<file path="src/rtl/cobd_pkg.sv">
package cobd_pkg;

   localparam int NUM_WORDS         = 6;
   localparam int WORD_W            = 16;
   localparam int BYTE_W            = 8;
   localparam int KIND_W            = 2;
   localparam int INDEX_W           = 5;
   localparam int SUM_W             = 19;
   localparam int WORD_BYTES        = 12;
   localparam int PAYLOAD_BYTES_DEF = 28;

   localparam logic [KIND_W-1:0] KIND_SYNC_BAD = 2'd0;
   localparam logic [KIND_W-1:0] KIND_SUM_BAD  = 2'd1;
   localparam logic [KIND_W-1:0] KIND_GOOD     = 2'd2;

   typedef struct packed {
      logic [KIND_W-1:0]                   kind;
      logic [NUM_WORDS-1:0][WORD_W-1:0]    words;
      logic [WORD_W-1:0]                   good;
   } result_type;

endpackage

</file>
<file path="src/rtl/camera_object_block_deframer.sv">
// A result enters the result queue as its last byte is taken, with the frame state update.
// Throughput: one link byte per cycle while req_stall is low.
// A two-entry result queue lets bytes flow while one result waits; req_stall rises only
// when both entries are full.
// Reset (synchronous, active high) returns to the first sync byte, clears the good-frame
// count and empties the result queue.
module camera_object_block_deframer #(
   parameter int PAYLOAD_BYTES = cobd_pkg::PAYLOAD_BYTES_DEF
) (
   input  logic                         clock,
   input  logic                         reset,
   input  logic                         req_valid,
   output logic                         req_stall,
   input  logic [cobd_pkg::BYTE_W-1:0]  req_link_byte,
   output logic                         rsp_valid,
   input  logic                         rsp_stall,
   output logic [cobd_pkg::KIND_W-1:0]  rsp_result_kind,
   output logic [cobd_pkg::WORD_W-1:0]  rsp_checksum_word,
   output logic [cobd_pkg::WORD_W-1:0]  rsp_signature_word,
   output logic [cobd_pkg::WORD_W-1:0]  rsp_x_word,
   output logic [cobd_pkg::WORD_W-1:0]  rsp_y_word,
   output logic [cobd_pkg::WORD_W-1:0]  rsp_width_word,
   output logic [cobd_pkg::WORD_W-1:0]  rsp_height_word,
   output logic [cobd_pkg::WORD_W-1:0]  rsp_good_frames
);
   import cobd_pkg::*;

   logic        take;
   logic        res_valid;
   result_type  res;
   result_type  head;
   logic        full;

   assign req_stall = full;
   assign take      = req_valid && !full;

   cobd_core #(
      .PAYLOAD_BYTES (PAYLOAD_BYTES)
   ) u_core (
      .clock     (clock),
      .reset     (reset),
      .take      (take),
      .link_byte (req_link_byte),
      .res_valid (res_valid),
      .res       (res)
   );

   cobd_outq u_outq (
      .clock      (clock),
      .reset      (reset),
      .push       (res_valid),
      .push_data  (res),
      .pop_stall  (rsp_stall),
      .head_valid (rsp_valid),
      .head_data  (head),
      .full       (full)
   );

   assign rsp_result_kind    = head.kind;
   assign rsp_checksum_word  = head.words[0];
   assign rsp_signature_word = head.words[1];
   assign rsp_x_word         = head.words[2];
   assign rsp_y_word         = head.words[3];
   assign rsp_width_word     = head.words[4];
   assign rsp_height_word    = head.words[5];
   assign rsp_good_frames    = head.good;

   a_full_has_head: assert property (@(posedge clock) disable iff (reset)
      req_stall |-> rsp_valid)
      else $error("result queue full without a result at its head");

   a_count_only_good: assert property (@(posedge clock) disable iff (reset)
      (rsp_valid && (rsp_result_kind != KIND_GOOD)) |-> (rsp_good_frames == '0))
      else $error("failed frame reports a nonzero good-frame count");

   a_sync_bad_blank: assert property (@(posedge clock) disable iff (reset)
      (rsp_valid && (rsp_result_kind == KIND_SYNC_BAD)) |->
         ((rsp_checksum_word == '0) && (rsp_signature_word == '0) && (rsp_x_word == '0)
          && (rsp_y_word == '0) && (rsp_width_word == '0) && (rsp_height_word == '0)))
      else $error("sync failure carries frame words");

   a_good_nonzero: assert property (@(posedge clock) disable iff (reset)
      (rsp_valid && (rsp_result_kind == KIND_GOOD)) |-> (rsp_good_frames != '0))
      else $error("good frame reports a zero count");

endmodule

</file>
<file path="src/rtl/cobd_core.sv">
module cobd_core #(
   parameter int PAYLOAD_BYTES = cobd_pkg::PAYLOAD_BYTES_DEF
) (
   input  logic                         clock,
   input  logic                         reset,
   input  logic                         take,
   input  logic [cobd_pkg::BYTE_W-1:0]  link_byte,
   output logic                         res_valid,
   output cobd_pkg::result_type         res
);
   import cobd_pkg::*;

   localparam logic [2:0] PH_SYNC0   = 3'd0;
   localparam logic [2:0] PH_SYNC1   = 3'd1;
   localparam logic [2:0] PH_SYNC2   = 3'd2;
   localparam logic [2:0] PH_SYNC3   = 3'd3;
   localparam logic [2:0] PH_PAYLOAD = 3'd4;

   localparam logic [BYTE_W-1:0] SYNC_PATTERN [4] = '{8'd85, 8'd170, 8'd85, 8'd170};

   logic [2:0]              phase_ff, phase_in;
   logic [INDEX_W-1:0]      index_ff, index_in;
   logic [BYTE_W-1:0]       hold_ff, hold_in;
   logic [WORD_W-1:0]       words_ff [NUM_WORDS];
   logic [WORD_W-1:0]       words_in [NUM_WORDS];
   logic [WORD_W-1:0]       count_ff, count_in;
   logic [SUM_W-1:0]        sum_ff, sum_in;

   logic [INDEX_W-1:0]      index_next;
   logic                    word_wr;
   logic [2:0]              slot;
   logic [WORD_W-1:0]       new_word;
   logic [SUM_W-1:0]        sum_base;
   logic                    frame_done;
   logic                    sum_ok;

   assign index_next = index_ff + INDEX_W'(1);
   assign word_wr    = (index_ff < INDEX_W'(WORD_BYTES)) && index_ff[0];
   assign slot       = index_ff[3:1];
   assign new_word   = {link_byte, hold_ff};
   assign sum_base   = (index_ff == '0) ? '0 : sum_ff;
   assign frame_done = (index_next >= INDEX_W'(PAYLOAD_BYTES)) || (index_next == '0);
   assign sum_ok     = (sum_in == {{(SUM_W-WORD_W){1'b0}}, words_in[0]});

   always_comb begin
      phase_in  = phase_ff;
      index_in  = index_ff;
      hold_in   = hold_ff;
      count_in  = count_ff;
      sum_in    = sum_ff;
      res_valid = 1'b0;
      res       = '0;
      for (int j = 0; j < NUM_WORDS; j++) begin
         words_in[j] = words_ff[j];
      end
      if (take) begin
         unique case (phase_ff) inside
            PH_SYNC0, PH_SYNC1, PH_SYNC2, PH_SYNC3: begin
               if (link_byte == SYNC_PATTERN[phase_ff[1:0]]) begin
                  phase_in = phase_ff + 3'd1;
                  index_in = '0;
               end else begin
                  // drop the attempt and report it with blank words
                  phase_in  = PH_SYNC0;
                  count_in  = '0;
                  res_valid = 1'b1;
                  res.kind  = KIND_SYNC_BAD;
               end
            end
            PH_PAYLOAD: begin
               if ((index_ff < INDEX_W'(WORD_BYTES)) && !index_ff[0]) begin
                  hold_in = link_byte;
               end
               for (int j = 0; j < NUM_WORDS; j++) begin
                  if (word_wr && (slot == 3'(j))) begin
                     words_in[j] = new_word;
                  end
               end
               // keep a running sum of words one to five
               sum_in   = sum_base + ((word_wr && (slot != 3'd0)) ?
                          {{(SUM_W-WORD_W){1'b0}}, new_word} : '0);
               index_in = index_next;
               if (frame_done) begin
                  phase_in  = PH_SYNC0;
                  index_in  = '0;
                  res_valid = 1'b1;
                  for (int j = 0; j < NUM_WORDS; j++) begin
                     res.words[j] = words_in[j];
                  end
                  if (sum_ok) begin
                     count_in = (count_ff == '1) ? count_ff : count_ff + WORD_W'(1);
                     res.kind = KIND_GOOD;
                     res.good = count_in;
                  end else begin
                     count_in = '0;
                     res.kind = KIND_SUM_BAD;
                  end
               end
            end
            default: begin
               phase_in = PH_SYNC0;
            end
         endcase
      end
   end

   always_ff @(posedge clock) begin
      if (reset) begin
         phase_ff <= PH_SYNC0;
         index_ff <= '0;
         count_ff <= '0;
      end else begin
         phase_ff <= phase_in;
         index_ff <= index_in;
         count_ff <= count_in;
      end
   end

   always_ff @(posedge clock) begin
      hold_ff <= hold_in;
      sum_ff  <= sum_in;
      for (int j = 0; j < NUM_WORDS; j++) begin
         words_ff[j] <= words_in[j];
      end
   end

endmodule

</file>
<file path="src/rtl/cobd_outq.sv">
module cobd_outq (
   input  logic                  clock,
   input  logic                  reset,
   input  logic                  push,
   input  cobd_pkg::result_type  push_data,
   input  logic                  pop_stall,
   output logic                  head_valid,
   output cobd_pkg::result_type  head_data,
   output logic                  full
);
   import cobd_pkg::*;

   logic        head_valid_ff, head_valid_in;
   logic        skid_valid_ff, skid_valid_in;
   result_type  head_ff, head_in;
   result_type  skid_ff, skid_in;
   logic        pop;

   assign pop        = head_valid_ff && !pop_stall;
   assign head_valid = head_valid_ff;
   assign head_data  = head_ff;
   assign full       = skid_valid_ff;

   always_comb begin
      head_valid_in = head_valid_ff;
      skid_valid_in = skid_valid_ff;
      head_in       = head_ff;
      skid_in       = skid_ff;
      if (pop) begin
         if (skid_valid_ff) begin
            head_in       = skid_ff;
            skid_valid_in = push;
            skid_in       = push_data;
         end else begin
            head_valid_in = push;
            head_in       = push_data;
         end
      end else if (!head_valid_ff) begin
         head_valid_in = push;
         head_in       = push_data;
      end else if (push) begin
         // head is held by the receiver: park the transaction in the skid slot
         skid_valid_in = 1'b1;
         skid_in       = push_data;
      end
   end

   always_ff @(posedge clock) begin
      if (reset) begin
         head_valid_ff <= 1'b0;
         skid_valid_ff <= 1'b0;
      end else begin
         head_valid_ff <= head_valid_in;
         skid_valid_ff <= skid_valid_in;
      end
   end

   always_ff @(posedge clock) begin
      head_ff <= head_in;
      skid_ff <= skid_in;
   end

endmodule
</file>
<file path="config.mk">
export PLATFORM = sky130hd
export DESIGN_NAME = camera_object_block_deframer
export DESIGN_NICKNAME = d
export VERILOG_FILES = /design/src/rtl/cobd_pkg.sv /design/src/rtl/camera_object_block_deframer.sv /design/src/rtl/cobd_core.sv /design/src/rtl/cobd_outq.sv
export SDC_FILE = /design/constraint.sdc
export NUM_CORES = 1
export LEC_CHECK = 0
export ABC_AREA = 1
export BUFFER_PORTS_ARGS = -buffer_cell sky130_fd_sc_hd__buf_2
export CORE_MARGIN = 4
export CORE_UTILIZATION = 58
export DETAILED_ROUTE_END_ITERATION = 6
export GPL_ROUTABILITY_DRIVEN = 0
export GPL_TIMING_DRIVEN = 0
export PLACE_DENSITY_LB_ADDON = 0.1
export SETUP_SLACK_MARGIN = 0.2
export SLEW_MARGIN = 20
export SYNTH_ARGS = -nofsm -noshare
export SYNTH_HDL_FRONTEND = slang
export SYNTH_SLANG_ARGS = --single-unit
export TNS_END_PERCENT = 20
</file>
<file path="constraint.sdc">
create_clock -name clock -period 7.3 [get_ports clock]
set_input_delay 0.73 -clock clock [delete_from_list [all_inputs] [get_ports clock]]
set_output_delay 0.73 -clock clock [all_outputs]
set_load 0.02 [all_outputs]
</file>
==> results of run 1 <==
[power groups by stage]
stage | combinational [mW] | clock, mW | sequential [mW]
floorplan | 0.292 | 0 | 2.60
global placement | 0.479 | 0 | 2.55
detailed placement | 0.505 | 0 | 2.54
CTS | 0.508 | 1.91 | 2.50
global route | 0.565 | 2.01 | 2.51
finish | 0.506 | 1.89 | 2.50
[critical path: cells and delay by family, from the launching register on]
family / cells / cell delay [ps]
and+or+nand+nor: 16 / 1970
buffers and inverters: 7 / 950
adders and majority gates: 3 / 820
DFF: 1 / 530
AOI/OAI and AO/OA: 1 / 120
[synthesized netlist by cell type, types with 25 or more instances]
cell type	number	area (um^2)
a31o_1	28	245.2
o21ai_0	95	475.5
ha_1	25	312.8
edfxtp_1	316	9489
clkbuf_1	44	165.2
inv_1	322	1209
dfxtp_1	61	1221
a21oi_1	37	185.2
nand2_1	413	1550
nor2_1	177	664.4
nand3_1	104	520.5
a31o_2	52	455.4
[flip-flops by register name, indices dropped and copies added (netlist names)]
signal	flops
u_core.words_ff	96
u_outq.head_data	114
u_core.phase_ff	3
u_outq.head_valid	1
u_outq.full	1
u_outq.skid_ff	114
u_core.index_ff	5
u_core.hold_ff	8
u_core.count_ff	16
u_core.sum_ff	19
[routing by layer]
layer  wire [um]  track usage [%]  vias to the layer above
met4        1237            7.415                        0
met5           0                0                        -
met3        2980            3.269                       81
li1            -                -                     6328
met1       17380            33.76                     6257
met2       19930            42.19                      502
[through the flow]
stage | instances | power (mW)
floorplan | 1819 | 2.891
global placement | 2335 | 3.028
detailed placement | 2341 | 3.046
CTS | 2414 | 4.914
global route | 2414 | 5.081
finish | 2414 | 4.889
[kinds of logic (layout without fill, tap and decap cells)]
kind of cell             after synthesis  count (layout)  synth area share [%]
flip-flops                           377             377                 60.90
AND/OR/NAND/NOR                      754             754                 18.16
AO/OA/AOI/OAI                        244             244                 9.228
XOR/XNOR                              12              12                0.6404
adder cells (fa/ha/maj)               26              26                 1.893
buffers and inverters                406             611                 9.171
[area by class of cell]
| cell class | instances | area [um^2] | area share [%] |
|---|---|---|---|
| Clock buffer | 51 | 1064 | 5.301 |
| Timing Repair Buffer | 132 | 765.7 | 3.817 |
| Clock inverter | 22 | 140.1 | 0.6985 |
| Inverter | 335 | 1257 | 6.268 |
| Buffer | 71 | 357.8 | 1.784 |
| Sequential cell | 377 | 10710 | 53.38 |
| Tap cell | 390 | 488.0 | 2.432 |
| Multi-Input combinational cell | 1036 | 5280 | 26.32 |
[worst paths after layout]
kind | slack (ps) | start | cells past startpoint | endpoint
hold / removal | 480 | u_core.count_ff[14]$_SDFFE_PP0P_ | 2 | u_core.count_ff[14]$_SDFFE_PP0P_
setup / recovery | 2740 | u_core.index_ff[1]$_SDFFE_PP0P_ | 27 | u_outq.head_data[7]$_DFFE_PP_
hold reg to reg | 480 | u_core.count_ff[14]$_SDFFE_PP0P_ | 2 | u_core.count_ff[14]$_SDFFE_PP0P_
setup reg to reg | 2740 | u_core.index_ff[1]$_SDFFE_PP0P_ | 27 | u_outq.head_data[7]$_DFFE_PP_
==> run_results.csv, run 1 <==
group,metric,value,unit
job,cap_violations,0,
routing,drc_errors,0,
synth,synth_cells,1819,
synth,async_flop_share,0,%
clock_tree,ctsResizeCount,0,
worst_setup_path,worst_setup_path_start_kind,"register",
synth,synthFlopType,"edfxtp_1",
worst_setup_path,worstPathMaxFanout,10,
finish,diodes,0,
routing,drt_iter0_drc,1239,
worst_setup_path,cpMostUsedCell,"nand2_1",
clock_tree,cts_setup_buffers,0,
global_route,grt.total_usage,24.83,%
timing,max_freq,219.3,MHz
floorplanning,die_area,33170,um^2
synth,ys_warn_count,0,
worst_setup_path,cp_slowest_cell,"dfxtp_1",
synth,seq_area_frac_synth,60.90,%
finish,syn_to_final_growth,14.09,%
placed_design,port_buffers,126,
floorplanning,core,29800,um^2
power,p_leak,8.796,nW
timing,fin_skew,13.26,ps
floorplanning,start_util,59.02,%
timing,finalWorstSetupSlack,2739,ps
timing,finalHoldWorstSlack,477.5,ps
global_route,grt_pass1_wl,65.76,mm
finish,drive_gt1_share,16.06,%
finish,final_util,67.33,%
clock_tree,clk_latency,530,ps
finish,layout_commonest_cell,"nand2_1",
clock_tree,clockRootBuffer,"clkbuf_16",
placed_design,dpl-instance-area,18860,um^2
power,vdd_ir_drop_max,0.1824,mV
synth,synth_edf_count,316,
synth,synth_area,17590,um^2
timing,setup_violations,0,
timing,min_period,4561,ps
power,power_density,243.7,nW/um^2
finish,final_cell_mix,"nand2_1, inv_1, edfxtp_1",
clock_tree,h-tree-depth,2,
finish,nets,2031,
global_route,grt_max_degree,55,
global_route,grt_pass1_vias,12420,
clock_tree,cts_tree,"done",
routing,first_pass_iters,5,
power,power.switching,1.213,mW
timing,hold_viol_final,0,
synth,syn_avg_cell_area,9.668,um^2
synth,yosys.cell_types.count,46,
clock_tree,postCtsHoldBufs,0,
timing,slew_headroom,32.74,%
synth,syn_nets,1857,
worst_setup_path,arrival,4940,ps
clock_tree,clock_path_buffers,3,
power,p_sw_share,24.81,%
min_path,min_path_type,"register to register",
timing,tightest_slew,999.7,ps
timing,drv_slew,0,
global_route,grt_overflow_total,0,
power,power.share.clock,38.6,%
worst_setup_path,cpPeakStageDelay,530,ps
worst_setup_path,critical_path_class,"register to register",
floorplanning,rows,63,
power,p_int,3.676,mW
global_route,grt_antenna_before_repair,0,
clock_tree,clkTransAtPathRegs,60,ps
floorplanning,io-pin-count,128,
placed_design,pre_cts_ws,2846,ps
power,p_comb_share,10.4,%
finish,nFillCells,2356,
routing,wl,41.52,mm
synth,ys_ff_latch,377,
timing,setup_tns,0,ps
routing,ant_nets,0,
routing,viasPerCell,5.455,
routing,vias,13170,
run_status,outcome,"completed",
worst_setup_path,worstPathRequired,7680,ps
power,p_seq_share,51.1,%
routing,wire_per_inst,17.20,um
floorplanning,die_h,182.1,um
timing,rsz0062_at_grt,"no",
placed_design,place_hpwl,29.19,mm
floorplanning,die_w,182.1,um
worst_setup_path,end_kind,"register",
clock_tree,clkSinkCount,377,
finish,final_area,20060,um^2
timing,period_share,62.48,%
clock_tree,cts_inserted_buffers,40,
Note: power is estimated with default switching activity, not from simulation.
==> run 2, diff against run 1 <==
==> constraint.sdc (replaced) <==
create_clock -name clock -period 4.2 [get_ports clock]
set_input_delay 0.42 -clock clock [delete_from_list [all_inputs] [get_ports clock]]
set_output_delay 0.42 -clock clock [all_outputs]
set_load 0.02 [all_outputs]
==> run 2 against run 1 <==
Final area grew 1.1%. Critical endpoint is now u_core.count_ff[12]$_SDFFE_PP0P_. Critical path type unchanged. Largest power group unchanged. Wire length rose by 1.2%. Combinational power grew 74%. Worst hold slack worse by 300 ps.
==> run_results.csv, run 2 (same netlist as run 1, synthesis figures left out) <==
group,metric,value,unit
min_path,min_path_type,"input port to register",
worst_setup_path,r2r-start,"u_core.index_ff[0]$_SDFFE_PP0P_",
timing,finalWorstSetupSlack,376.1,ps
timing,setup_tns,0,ps
finish,syn_to_final_growth,15.29,%
floorplanning,rows,63,
worst_setup_path,cpPeakStageDelay,430,ps
worst_setup_path,worst_setup_path_start_kind,"register",
timing,max_freq,261.5,MHz
timing,rsz0062_at_grt,"no",
finish,nets,2035,
timing,finalHoldWorstSlack,180.9,ps
finish,final_cell_mix,"nand2_1, inv_1, edfxtp_1",
timing,hold_viol_final,0,
global_route,grt_antenna_before_repair,0,
clock_tree,clkSinkCount,377,
worst_setup_path,startpoint,"u_core.index_ff[0]$_SDFFE_PP0P_",
worst_setup_path,reg2reg_slack,380,ps
clock_tree,h-tree-depth,2,
placed_design,port_buffers,126,
routing,wire_per_inst,17.40,um
floorplanning,io-pin-count,128,
worst_setup_path,worstPathMaxFanout,10,
timing,setup_violations,0,
routing,wl,42.02,mm
clock_tree,cts_inserted_buffers,40,
worst_setup_path,arrival,4280,ps
worst_setup_path,critical_path_class,"register to register",
run_status,outcome,"completed",
power,p_leak,8.865,nW
timing,tightest_slew,928.8,ps
timing,drv_slew,0,
clock_tree,clk_latency,530,ps
global_route,grt_overflow_total,0,
floorplanning,start_util,59.02,%
global_route,grt_pass1_wl,65.82,mm
global_route,grt.total_usage,24.90,%
floorplanning,die_area,33170,um^2
timing,slew_headroom,37.51,%
routing,first_pass_iters,6,
worst_setup_path,crit_end,"u_core.count_ff[12]$_SDFFE_PP0P_",
floorplanning,die_w,182.1,um
clock_tree,clock_path_buffers,3,
routing,vias,13180,
routing,ant_nets,0,
power,vdd_ir_drop_max,0.5049,mV
finish,drive_gt1_share,17.09,%
worst_setup_path,r2r-end,"u_core.count_ff[12]$_SDFFE_PP0P_",
clock_tree,cts_tree,"done",
routing,drc_errors,0,
global_route,grt_pass1_vias,12580,
timing,fin_skew,11.89,ps
timing,period_share,91.05,%
worst_setup_path,cp_slowest_cell,"fa_1",
clock_tree,postCtsHoldBufs,0,
floorplanning,core,29800,um^2
global_route,grt_max_degree,69,
power,power_density,432.8,nW/um^2
timing,min_period,3824,ps
worst_setup_path,cpMostUsedCell,"nand2_1",
worst_setup_path,reg2regPathDepth,28,
routing,drt_iter0_drc,1221,
finish,layout_commonest_cell,"nand2_1",
clock_tree,clkTransAtPathRegs,60,ps
job,cap_violations,0,
finish,diodes,0,
placed_design,pre_cts_ws,-211.0,ps
routing,viasPerCell,5.460,
floorplanning,die_h,182.1,um
clock_tree,clockRootBuffer,"clkbuf_16",
placed_design,place_hpwl,28.69,mm
worst_setup_path,worstPathRequired,4660,ps
worst_setup_path,end_kind,"register",
-- run 2: cell count changes in the layout (fill, tap and decap cells not counted), moves of 4 or more --
cell | before | now
buf_4 | 4 | 9
clkinv_2 | 8 | 3
bufinv_16 | 1 | 5
clkinv_1 | 8 | 4
-- run 2: timing repair --
action / 4_1_cts / 5_1_grt
pin swaps: 1 / 3
endpoints found under the setup margin: 52 / 52
setup buffers: 2 / 4
resized for setup: 10 / 17
-- run 2: critical path, delay by kind of cell, from the launching register on --
kind	cells	cell delay (ps)
simple gates	16	1580
fa+ha+maj	3	850
compound gates	1	140
flops	1	400
buf+inv	8	760
-- run 2: area by class of cell --
type | instances | area, um^2
repair buffers | 136 | 790.8
fillers | 2351 | 9522
flip-flops and latches | 377 | 10720
well taps | 390 | 488.0
inverters | 335 | 1260
multi-input cells | 1036 | 5335
clock inverters | 17 | 221.5
clock buffers | 52 | 1087
plain buffers | 71 | 372.9
-- run 2: worst min path at each step --
stage | from | slack, ps | depth (start not counted) | to
after global routing | req_link_byte[6] | 170 | 1 | u_core.hold_ff[6]$_DFFE_PP_
final | req_link_byte[6] | 180 | 1 | u_core.hold_ff[6]$_DFFE_PP_
after global placement | u_core.count_ff[15]$_SDFFE_PP0P_ | 460 | 2 | u_core.count_ff[15]$_SDFFE_PP0P_
after floorplan | u_core.count_ff[15]$_SDFFE_PP0P_ | 450 | 2 | u_core.count_ff[15]$_SDFFE_PP0P_
after detailed placement | u_core.count_ff[15]$_SDFFE_PP0P_ | 460 | 2 | u_core.count_ff[15]$_SDFFE_PP0P_
after CTS | req_link_byte[6] | 150 | 1 | u_core.hold_ff[6]$_DFFE_PP_
-- run 2: stage by stage --
step | instance area, um^2 | util (%) | cells | power (mW)
detailed placement | 18840 | 63.21 | 2339 | 5.291
finish | 20270 | 68.04 | 2414 | 8.775
floorplan | 17590 | - | 1819 | 5.019
global route | 20270 | 68.04 | 2414 | 9.101
CTS | 20190 | 67.78 | 2410 | 8.825
global placement | 18710 | 62.79 | 2335 | 5.256
-- run 2: metal layers --
| layer | routed length, um | part of all wire (%) | global-route usage [%] | up-vias |
|---|---|---|---|---|
| met5 | 0 | 0 | 0 | - |
| met4 | 1122 | 2.7 | 7.055 | 0 |
| met3 | 2912 | 6.9 | 3.269 | 69 |
| met2 | 20400 | 49 | 42.44 | 453 |
| met1 | 17580 | 42 | 33.89 | 6326 |
| li1 | - | - | - | 6333 |
-- run 2: power by group --
part | internal (mW) | total, mW | switching (mW)
registers | 4.27 | 4.34 | 0.0698
logic | 0.259 | 0.881 | 0.621
clock network | 2.13 | 3.55 | 1.42
==> run 3, diff against run 2 <==
--- a/config.mk
+++ b/config.mk
@@ -17,5 +17,6 @@
 export SLEW_MARGIN = 20
 export SYNTH_ARGS = -nofsm -noshare
 export SYNTH_HDL_FRONTEND = slang
+export SYNTH_HIERARCHICAL = 1
 export SYNTH_SLANG_ARGS = --single-unit
 export TNS_END_PERCENT = 20
==> run 3 against run 2 <==
Sequential power hardly changed. Total power is 2.7% lower. Clock power down 6.2%. Worst setup slack got worse by 120 ps. Critical path type unchanged.
==> run_results.csv, run 3 <==
group,metric,value,unit
global_route,grt_max_degree,116,
run_status,outcome,"completed",
global_route,grt_overflow_total,0,
worst_setup_path,end_kind,"register",
synth,yosys-top-cells-area,"edfxtp_1, nand2_1, inv_1",
worst_setup_path,worstPathMaxFanout,10,
finish,final_area,21410,um^2
worst_setup_path,reg2reg_slack,260,ps
clock_tree,cts_inserted_buffers,40,
synth,yosys.cell_types.count,43,
synth,ys_ff_latch,377,
worst_setup_path,critical_path_class,"register to register",
synth,synth.most_common_cell,"nand2_1",
timing,setup_violations,0,
placed_design,dpl-instance-area,19600,um^2
finish,nets,2165,
synth,synth_commonest_cells,"nand2_1, inv_1, edfxtp_1",
timing,min_period,3941,ps
routing,wl,43.57,mm
worst_setup_path,cpPeakStageDelay,390,ps
synth,ys_warn_count,6,
worst_setup_path,worstPathRequired,4570,ps
timing,max_freq,253.8,MHz
synth,syn_avg_cell_area,9.472,um^2
finish,layout_commonest_cell,"nand2_1",
timing,rsz0062_at_grt,"yes",
min_path,holdPathStages,1,
global_route,grt_antenna_before_repair,0,
finish,diodes,0,
clock_tree,clk_latency,530,ps
clock_tree,h-tree-depth,2,
synth,syn_nets,1961,
routing,ant_nets,0,
power,total_power,8.537,mW
floorplanning,die_area,34300,um^2
placed_design,place_hpwl,29.41,mm
synth,synth_edf_count,316,
floorplanning,die_w,185.2,um
synth,seq_area_frac_synth,58.80,%
finish,final_cell_mix,"nand2_1, inv_1, edfxtp_1",
floorplanning,die_h,185.2,um
finish,drive_gt1_share,21.54,%
timing,finalWorstSetupSlack,259.3,ps
placed_design,port_buffers,127,
global_route,grt_pass1_wl,68.79,mm
global_route,grt_pass1_vias,13410,
routing,first_pass_iters,5,
routing,wire_per_inst,17.05,um
routing,drc_errors,0,
synth,synth.top_cell.area_share,52.10,%
routing,viasPerCell,5.386,
clock_tree,clkTransAtPathRegs,60,ps
finish,syn_to_final_growth,17.52,%
power,p_leak,9.548,nW
timing,drv_slew,0,
placed_design,pre_cts_ws,-590.6,ps
floorplanning,rows,64,
power,power_density,398.8,nW/um^2
synth,synthFlopType,"edfxtp_1",
timing,slew_headroom,36.22,%
clock_tree,clkSinkCount,377,
worst_setup_path,cp_slowest_cell,"dfxtp_4",
global_route,grt.total_usage,25.25,%
floorplanning,io-pin-count,128,
worst_setup_path,worst_setup_path_start_kind,"register",
synth,synth_cells,1923,
clock_tree,clock_path_buffers,3,
job,cap_violations,0,
timing,finalHoldWorstSlack,164.4,ps
worst_setup_path,r2r-start,"u_core/index_ff[0]$_SDFFE_PP0P_",
floorplanning,core,30750,um^2
timing,period_share,93.83,%
worst_setup_path,arrival,4310,ps
timing,fin_skew,10.16,ps
timing,hold_viol_final,0,
timing,setup_tns,0,ps
power,vdd_ir_drop_max,0.2753,mV
synth,yosys.area.top_type,"edfxtp_1",
worst_setup_path,reg2regPathDepth,32,
synth,async_flop_share,0,%
min_path,holdPathEnd,"u_core/hold_ff[5]$_DFFE_PP_",
clock_tree,clockRootBuffer,"clkbuf_16",
clock_tree,cts_tree,"done",
synth,synth_area,18210,um^2
routing,vias,13760,
routing,drt_iter0_drc,1364,
worst_setup_path,cpMostUsedCell,"nand2_1",
floorplanning,start_util,59.24,%
worst_setup_path,r2r-end,"u_outq/head_data[11]$_DFFE_PP_",
timing,tightest_slew,948.0,ps
min_path,min_path_type,"input port to register",
min_path,hp-start,"req_link_byte[5]",
-- run 3: kinds of logic (layout without fill, tap and decap cells) --
family,count (synthesis),after routing,share of synthesized area (%)
simple gates,755,755,17.32
compound gates,288,288,10.51
flops,377,377,58.80
xor+xnor,15,15,0.7213
fa+ha+maj,26,26,1.827
buf+inv,462,698,10.83
-- run 3: what timing repair did --
item,in CTS,in global routing
hold buffers,0,0
resized for setup,30,56
buffers inserted,9,20
pin swaps,8,17
endpoints found under the setup margin,52,74
cloned,0,0
-- run 3: how the worst max path moves through the flow --
stage,start,end,slack [ps]
2_1_floorplan,u_core/index_ff[1]$_SDFFE_PP0P_,u_outq/skid_ff[0]$_DFFE_PP_,150
3_3_place_gp,req_valid,u_outq/skid_ff[47]$_DFFE_PP_,-1420
3_5_place_dp,u_core/index_ff[0]$_SDFFE_PP0P_,u_outq/head_data[7]$_DFFE_PP_,-590
4_1_cts,u_core/index_ff[0]$_SDFFE_PP0P_,u_outq/head_data[12]$_DFFE_PP_,200
5_1_grt,u_core/index_ff[0]$_SDFFE_PP0P_,u_outq/head_data[9]$_DFFE_PP_,80
6_report,u_core/index_ff[0]$_SDFFE_PP0P_,u_outq/head_data[11]$_DFFE_PP_,260
-- run 3: per-stage QoR --
stage                     cells  utilization (%)
after floorplan            1923                -
after global placement     2446            63.22
after detailed placement   2452            63.75
after CTS                  2535            68.37
after global routing       2555            69.62
final                      2555            69.62
-- run 3: power by group --
part / internal [mW] / leakage (nW) / total [mW] / switching, mW
Sequential: 4.25 / 3.79 / 4.33 / 0.0758
Combinational: 0.269 / 5.16 / 0.876 / 0.607
Clock: 1.93 / 0.601 / 3.33 / 1.40
Total: 6.45 / 9.55 / 8.54 / 2.08
-- run 3: cell type report --
type | count | area, um^2
clock inverter | 16 | 103.9
fill | 2370 | 9343
buffer | 69 | 563.0
inverter | 393 | 1486
clock buffer | 58 | 1131
multi-input combinational | 1084 | 5852
timing repair buffer | 162 | 1056
sequential | 377 | 10720
tap | 396 | 495.5
-- run 3: worst max-delay path, delay by kind of cell (launching register included) --
kind / cells / cell delay (ps)
simple gates: 18 / 1630
buf+inv: 9 / 870
fa+ha+maj: 3 / 730
compound gates: 2 / 130
flops: 1 / 390
-- run 3: layer usage --
| layer | GRT usage, % | vias up | share of wire (%) |
|---|---|---|---|
| met2 | 42.18 | 545 | 48 |
| met1 | 34.20 | 6522 | 41 |
| met5 | 0 | - | 0 |
| li1 | - | 6599 | - |
| met3 | 3.830 | 95 | 7.1 |
| met4 | 8.338 | 0 | 3.2 |
